$ cat src/rbd_pkg.sv
// Shared constants, codes and types for the ring buffer deque.
`default_nettype none

package rbd_pkg;

	// Storage geometry.
	localparam int DEPTH  = 16;
	localparam int DATA_W = 32;
	localparam int IDX_W  = $clog2(DEPTH);
	localparam int CNT_W  = $clog2(DEPTH + 1);

	// Item field widths.
	localparam int MODE_W   = 3;
	localparam int STATUS_W = 2;
	localparam int IN_TDATA_W  = ((DATA_W + 7) / 8) * 8;
	localparam int OUT_BITS    = 2 * DATA_W + CNT_W + 1;
	localparam int OUT_TDATA_W = ((OUT_BITS + 7) / 8) * 8;

	// Operation codes carried in the input item.
	localparam logic [MODE_W-1:0] MODE_PUSH_FRONT = 3'd0;
	localparam logic [MODE_W-1:0] MODE_PUSH_REAR  = 3'd1;
	localparam logic [MODE_W-1:0] MODE_POP_FRONT  = 3'd2;
	localparam logic [MODE_W-1:0] MODE_POP_REAR   = 3'd3;
	localparam logic [MODE_W-1:0] MODE_CLEAR      = 3'd4;
	localparam logic [MODE_W-1:0] MODE_QUERY      = 3'd5;

	// Status codes returned with each result.
	localparam logic [STATUS_W-1:0] STATUS_OK    = 2'd0;
	localparam logic [STATUS_W-1:0] STATUS_UNDER = 2'd1;
	localparam logic [STATUS_W-1:0] STATUS_OVER  = 2'd2;

	// Per-cell command from the controller.
	typedef struct packed {
		logic load;      // take the pushed word
		logic shift_r;   // take the word of the cell toward the front
		logic shift_l;   // take the word of the cell toward the rear
	} cell_ctl_t;

endpackage

`default_nettype wire

$ cat src/rbd_cell.sv
// One storage cell of the deque chain, holding one word.
`default_nettype none

module rbd_cell (
	input  wire                        clk,
	input  wire rbd_pkg::cell_ctl_t    ctl,
	input  wire  [rbd_pkg::DATA_W-1:0] push_word,
	input  wire  [rbd_pkg::DATA_W-1:0] left_word,
	input  wire  [rbd_pkg::DATA_W-1:0] right_word,
	output logic [rbd_pkg::DATA_W-1:0] word_q,
	output logic [rbd_pkg::DATA_W-1:0] word_d
);

	// Select the next content of this cell.
	always_comb begin
		priority if (ctl.load) begin
			word_d = push_word;
		end else if (ctl.shift_r) begin
			word_d = left_word;
		end else if (ctl.shift_l) begin
			word_d = right_word;
		end else begin
			word_d = word_q;
		end
	end

	// Payload register; no reset needed.
	always_ff @(posedge clk) begin
		word_q <= word_d;
	end

endmodule

`default_nettype wire

$ cat src/ring_buffer_deque.sv
// Top level of the double-ended queue built from a chain of word cells.
//
//  Channel  Direction  tdata (low bit first)                          tuser
//  s_axis   in         data_in[31:0]                                  mode[2:0]
//  m_axis   out        front_value, rear_value, count, is_empty, pad  status[1:0]
//
// The front word always sits in cell 0 and the words lie in order along the chain,
// so a push at the front or a pop from the front shifts every cell by one place.
// One item is taken per cycle; its result is registered and shows in the next cycle.
// The result register sets the rate: a new item is taken while it is empty or drained.
// Reset clears the count and the result valid; cell contents are left undefined.
// A stall on m_axis holds the result and blocks s_axis until it is taken.
`default_nettype none

module ring_buffer_deque (
	input  wire                                 clk,
	input  wire                                 arst_n,
	input  wire                                 s_axis_tvalid,
	output logic                                s_axis_tready,
	input  wire  [rbd_pkg::IN_TDATA_W-1:0]      s_axis_tdata,  // data_in[31:0]
	input  wire  [rbd_pkg::MODE_W-1:0]          s_axis_tuser,  // mode[2:0]
	output logic                                m_axis_tvalid,
	input  wire                                 m_axis_tready,
	output logic [rbd_pkg::OUT_TDATA_W-1:0]     m_axis_tdata,  // front_value[31:0],
	                                            // rear_value[63:32], count[68:64],
	                                            // is_empty[69], zero pad[71:70]
	output logic [rbd_pkg::STATUS_W-1:0]        m_axis_tuser   // status[1:0]
);

	localparam int DEPTH  = rbd_pkg::DEPTH;
	localparam int DATA_W = rbd_pkg::DATA_W;
	localparam int IDX_W  = rbd_pkg::IDX_W;
	localparam int CNT_W  = rbd_pkg::CNT_W;

	logic [CNT_W-1:0]              count_q;
	logic [CNT_W-1:0]              count_d;
	logic [DATA_W-1:0]             cell_q [DEPTH];
	logic [DATA_W-1:0]             cell_d [DEPTH];
	rbd_pkg::cell_ctl_t            ctl [DEPTH];

	logic                          accept;
	logic [rbd_pkg::MODE_W-1:0]    mode;
	logic [DATA_W-1:0]             push_word;
	logic                          is_push;
	logic                          is_pop;
	logic                          full;
	logic                          empty;
	logic                          push_ok;
	logic                          pop_ok;
	logic [rbd_pkg::STATUS_W-1:0]  status;
	logic [IDX_W-1:0]              rear_pos;
	logic [DATA_W-1:0]             front_word;
	logic [DATA_W-1:0]             rear_word;

	// Input handshake and decode.
	assign s_axis_tready = !m_axis_tvalid || m_axis_tready;
	assign accept        = s_axis_tvalid && s_axis_tready;
	assign mode          = s_axis_tuser;
	assign push_word     = s_axis_tdata[DATA_W-1:0];

	assign is_push = (mode == rbd_pkg::MODE_PUSH_FRONT) || (mode == rbd_pkg::MODE_PUSH_REAR);
	assign is_pop  = (mode == rbd_pkg::MODE_POP_FRONT) || (mode == rbd_pkg::MODE_POP_REAR);
	assign full    = (count_q == CNT_W'(DEPTH));
	assign empty   = (count_q == '0);
	assign push_ok = accept && is_push && !full;
	assign pop_ok  = accept && is_pop && !empty;

	// Status of the current item.
	always_comb begin
		if (is_push && full) begin
			status = rbd_pkg::STATUS_OVER;
		end else if (is_pop && empty) begin
			status = rbd_pkg::STATUS_UNDER;
		end else begin
			status = rbd_pkg::STATUS_OK;
		end
	end

	// Next word count.
	always_comb begin
		if (accept && (mode == rbd_pkg::MODE_CLEAR)) begin
			count_d = '0;
		end else if (push_ok) begin
			count_d = count_q + CNT_W'(1);
		end else if (pop_ok) begin
			count_d = count_q - CNT_W'(1);
		end else begin
			count_d = count_q;
		end
	end

	// The chain of cells with their commands and neighbor links.
	for (genvar i = 0; i < DEPTH; i++) begin : g_cell
		logic [DATA_W-1:0] left_word;
		logic [DATA_W-1:0] right_word;

		always_comb begin
			ctl[i].load    = push_ok &&
			                 (((mode == rbd_pkg::MODE_PUSH_FRONT) && (i == 0)) ||
			                  ((mode == rbd_pkg::MODE_PUSH_REAR) &&
			                   (count_q == CNT_W'(i))));
			ctl[i].shift_r = push_ok && (mode == rbd_pkg::MODE_PUSH_FRONT) && (i != 0);
			ctl[i].shift_l = pop_ok && (mode == rbd_pkg::MODE_POP_FRONT);
		end

		if (i == 0) begin : g_first
			assign left_word = '0;
		end else begin : g_inner_l
			assign left_word = cell_q[i-1];
		end

		if (i == DEPTH - 1) begin : g_last
			assign right_word = '0;
		end else begin : g_inner_r
			assign right_word = cell_q[i+1];
		end

		rbd_cell u_cell (
			.clk        (clk),
			.ctl        (ctl[i]),
			.push_word  (push_word),
			.left_word  (left_word),
			.right_word (right_word),
			.word_q     (cell_q[i]),
			.word_d     (cell_d[i])
		);
	end

	// Front and rear words after the operation.
	assign rear_pos   = IDX_W'(count_d - CNT_W'(1));
	assign front_word = (count_d == '0) ? '1 : cell_d[0];
	assign rear_word  = (count_d == '0) ? '1 : cell_d[rear_pos];

	// Count register.
	always_ff @(posedge clk or negedge arst_n) begin
		if (!arst_n) begin
			count_q <= '0;
		end else begin
			count_q <= count_d;
		end
	end

	// Result valid.
	always_ff @(posedge clk or negedge arst_n) begin
		if (!arst_n) begin
			m_axis_tvalid <= 1'b0;
		end else if (s_axis_tready) begin
			m_axis_tvalid <= accept;
		end
	end

	// Result payload.
	always_ff @(posedge clk) begin
		if (accept) begin
			m_axis_tdata <= rbd_pkg::OUT_TDATA_W'({(count_d == '0), count_d, rear_word,
				front_word});
			m_axis_tuser <= status;
		end
	end

endmodule

`default_nettype wire

$ cat config.mk
export PLATFORM = sky130hd
export DESIGN_NAME = ring_buffer_deque
export DESIGN_NICKNAME = d
export VERILOG_FILES = /design/src/rbd_pkg.sv /design/src/rbd_cell.sv /design/src/ring_buffer_deque.sv
export SDC_FILE = /design/constraint.sdc
export NUM_CORES = 2
export LEC_CHECK = 0
export ABC_AREA = 1
export BUFFER_PORTS_ARGS = -buffer_cell sky130_fd_sc_hd__buf_2
export CAP_MARGIN = 0
export CORE_AREA = 10 10 303 305
export DETAILED_ROUTE_END_ITERATION = 10
export DIE_AREA = 0 0 313 315
export GPL_TIMING_DRIVEN = 1
export PLACE_DENSITY = 0.74
export SYNTH_ARGS = -nofsm -noshare
export SYNTH_HDL_FRONTEND = slang
export SYNTH_HIERARCHICAL = 1
export SYNTH_SLANG_ARGS = --single-unit
$ cat constraint.sdc
create_clock -name clk -period 4.6 [get_ports clk]
set_input_delay 0.46 -clock clk [delete_from_list [all_inputs] [get_ports clk]]
set_output_delay 0.46 -clock clk [all_outputs]
set_load 0.05 [all_outputs]
==> flow_summary.ini <==
[sta]
max_freq_mhz = 252
rsz0062_at_grt = no
finClkSkew_ns = 0.0206
hold_viol = 0
maxSlewHeadroom_pct = 26.9
worstMarginPinSlew_ns = 1.10
drv_slew = 0
fin_crit_ns = 3.97
setup_tns_ns = 0
post-route-period-util_pct = 86.2
setup_viol = 0

[yosys]
yosys.area.top_type = dfxtp_1
synth_top_cell_area_share_pct = 24.1
avgSynthCellArea_um2 = 6.30
synthesis.area_mm2 = 0.0425
ys_warn_count = 6
synth_area_leaders = dfxtp_1 (24%), nand2_1 (21%), nand3_1 (12%), inv_1 (8.1%), nand2_2 (7.1%)
synth_cells = 6744
yosysSeqAreaShare_pct = 29.6
ys_ff_latch = 590
ys_types = 31

[cts]
clk_latency_ns = 0.62
cts_tree = yes
cts_buffers = 69
ctsHtreeMaxLevel = 3
clockBufferDepth = 3
clock-sinks = 590
clk_pin_slew_ns = 0.06
cts-root-buf = clkbuf_16

[layout]
final_cells = 7857
utilization_pct = 52.0
drive_above_1_share_pct = 15.6
nets = 6698
syn_to_final_growth_pct = 5.24

[power]
power_density_mw_per_mm2 = 654
p_leak_nw = 23.8
max-vdd-ir-drop_uv = 956

[grt]
grt_pass1_wl_um = 207000
grt_max_degree = 172
track_usage_pct = 25.1
grt_pass1_vias = 37452
grt-ovfl-total = 0
antenna_found_initial = 4

[placed_design]
dp_cells = 7734
port_buffers = 112
gp_congestion = 0.875
dpl.hpwl_um = 84800

[detailed_routing]
vias = 41151
wl_per_cell_um = 16.4
drtIter0Drc = 4721
ant_nets = 0
drtPass1Iterations = 6
wirelength_um = 129000
route.detailed.drc = 0
vias_per_cell = 5.24

[worst_setup_path]
path_cells = inv_1 > ha_1 > inv_1 > nor2_1 > nand2_2 > nand3_4 > nand3_1 > nand2_8 > buf_4 > buf_4 > nand3_1 > nand3_1 > nand3_1 > nand3_1 > nand3_1
worst-path-max-fanout = 59
crit_path_end_kind = flop
worst_path_most_repeated_cell = nand3_1
worstSetupStartpointType = flop
timing.critical_path.buf_inv = 4
cp.arrival_ns = 4.32
critPathTopFamily = simple AND/OR/NAND/NOR gates
cpPeakStageDelay_ns = 0.65
worst_ep_required_time_ns = 4.95
worstSetupPathType = reg -> reg
critPathSlowestCell = buf_4

[floorplan]
start_util_pct = 49.4
die_h_um = 315
num_rows = 108
core_mm2 = 0.0859
fp.dieArea_mm2 = 0.0986
die_x_um = 313
num_io_pins = 115

[min_path]
hold_class = in -> reg

[outcome]
outcome = finished clean

[job]
max_cap_violations = 0
## cells by family (layout without fill, tap and decap cells)
family	Yosys count	after routing	share of synthesized area, %
other	1	68	0.00883
buffers and inverters	1431	1322	17.5
AND/OR/NAND/NOR	4194	4194	46.5
flip-flops	590	590	29.6
adder cells (fa/ha/maj)	8	8	0.236
XOR/XNOR	3	3	0.0619
AO/OA/AOI/OAI	517	517	6.12
## synthesized netlist by cell type, drive strengths merged
master	n
o21ai	1
nand4	6
nand3	1140
inv	955
nand3b	128
xor2	1
edfxtp	72
dfrtp	6
nand2	2890
dfxtp	512
a21oi	516
xnor2	2
conb	1
ha	8
clkbuf	47
buf	429
nor2	30
## report_power, final
group	internal (mW)	switching, mW
sequential	7.71	2.15
combinational	4.73	9.17
clock	3.17	2.32
## path summary, 6_finish.rpt
path                                                           from                                  end  slack [ns]  cells past startpoint
worst max register to register                 count_q[0]$_DFF_PN0_       m_axis_tdata[50]$_SDFFCE_PP1P_        0.63                     15
worst max-delay path                           count_q[0]$_DFF_PN0_       m_axis_tdata[50]$_SDFFCE_PP1P_        0.63                     15
max in group asynchronous                                    arst_n                 count_q[1]$_DFF_PN0_        4.20                      2
min in group asynchronous                                    arst_n            m_axis_tvalid$_DFFE_PN0N_        0.22                      2
worst min-delay path                                  s_axis_tvalid            m_axis_tvalid$_DFFE_PN0N_        0.13                      3
worst min register to register  g_cell[0].u_cell/word_q[24]$_DFF_P_  g_cell[1].u_cell/word_q[24]$_DFF_P_        0.57                      4
## worst reg2reg max path, delay by kind of cell, from the launching register on
family                     cells  cell delay [ns]
buffers and inverters          4             1.52
and+or+nand+nor               10             1.58
DFF                            1             0.42
adders and majority gates      1             0.20
## sequential cells by signal, summed over array words and instances, names as in the netlist
register,cells
count_q,5
g_cell.u_cell/word_q,512
m_axis_tdata,70
m_axis_tuser,2
m_axis_tvalid,1
## per-layer routing
layer | routed length (µm) | vias to the layer above | GRT usage, %
met5 | 27 | - | 0
met4 | 2520 | 4 | 6.72
li1 | - | 20646 | -
met2 | 54500 | 2025 | 38.5
met3 | 13200 | 192 | 3.84
met1 | 58200 | 18284 | 36.2
## placed cells by master, fill, tap and decap left out, types with 18 or more instances in the layout
cell,count
a21oi_1,514
buf_12,28
buf_2,112
buf_4,105
clkbuf_1,23
clkbuf_16,75
conb_1,67
dfxtp_1,512
edfxtp_1,72
inv_1,919
inv_2,18
inv_8,18
nand2_1,2403
nand2_2,485
nand3_1,977
nand3_2,161
nand3b_1,128
nor2_4,18
## layout make-up
cell class / instances / area [µm²]
fill: 8569 / 41200
clock buffer: 103 / 2030
sequential: 590 / 12600
multi-input combinational: 4789 / 22900
antenna: 1 / 2.50
clock inverter: 18 / 141
timing repair buffer: 246 / 1920
tap: 1155 / 1450
inverter: 955 / 3710
## per-stage QoR
step	total power [mW]	setup slack, ns	hold slack, ns	cell area (µm²)
after global placement	23.2	0.784	0.312	42500
after floorplan	19.9	0.0464	0.164	42700
final	29.2	0.633	0.132	44700
after detailed placement	23.4	0.719	0.311	42500
after CTS	28.9	0.734	0.117	44700
after global routing	31.4	0.379	0.161	44700
## timing repair
| item | in CTS | in global routing |
|---|---|---|
| setup buffers | 0 | 0 |
| hold buffers | 1 | 0 |
| hold endpoints to repair | 6 | 0 |
| resized for setup | 0 | 0 |
Note: power is estimated with default switching activity, not from simulation.
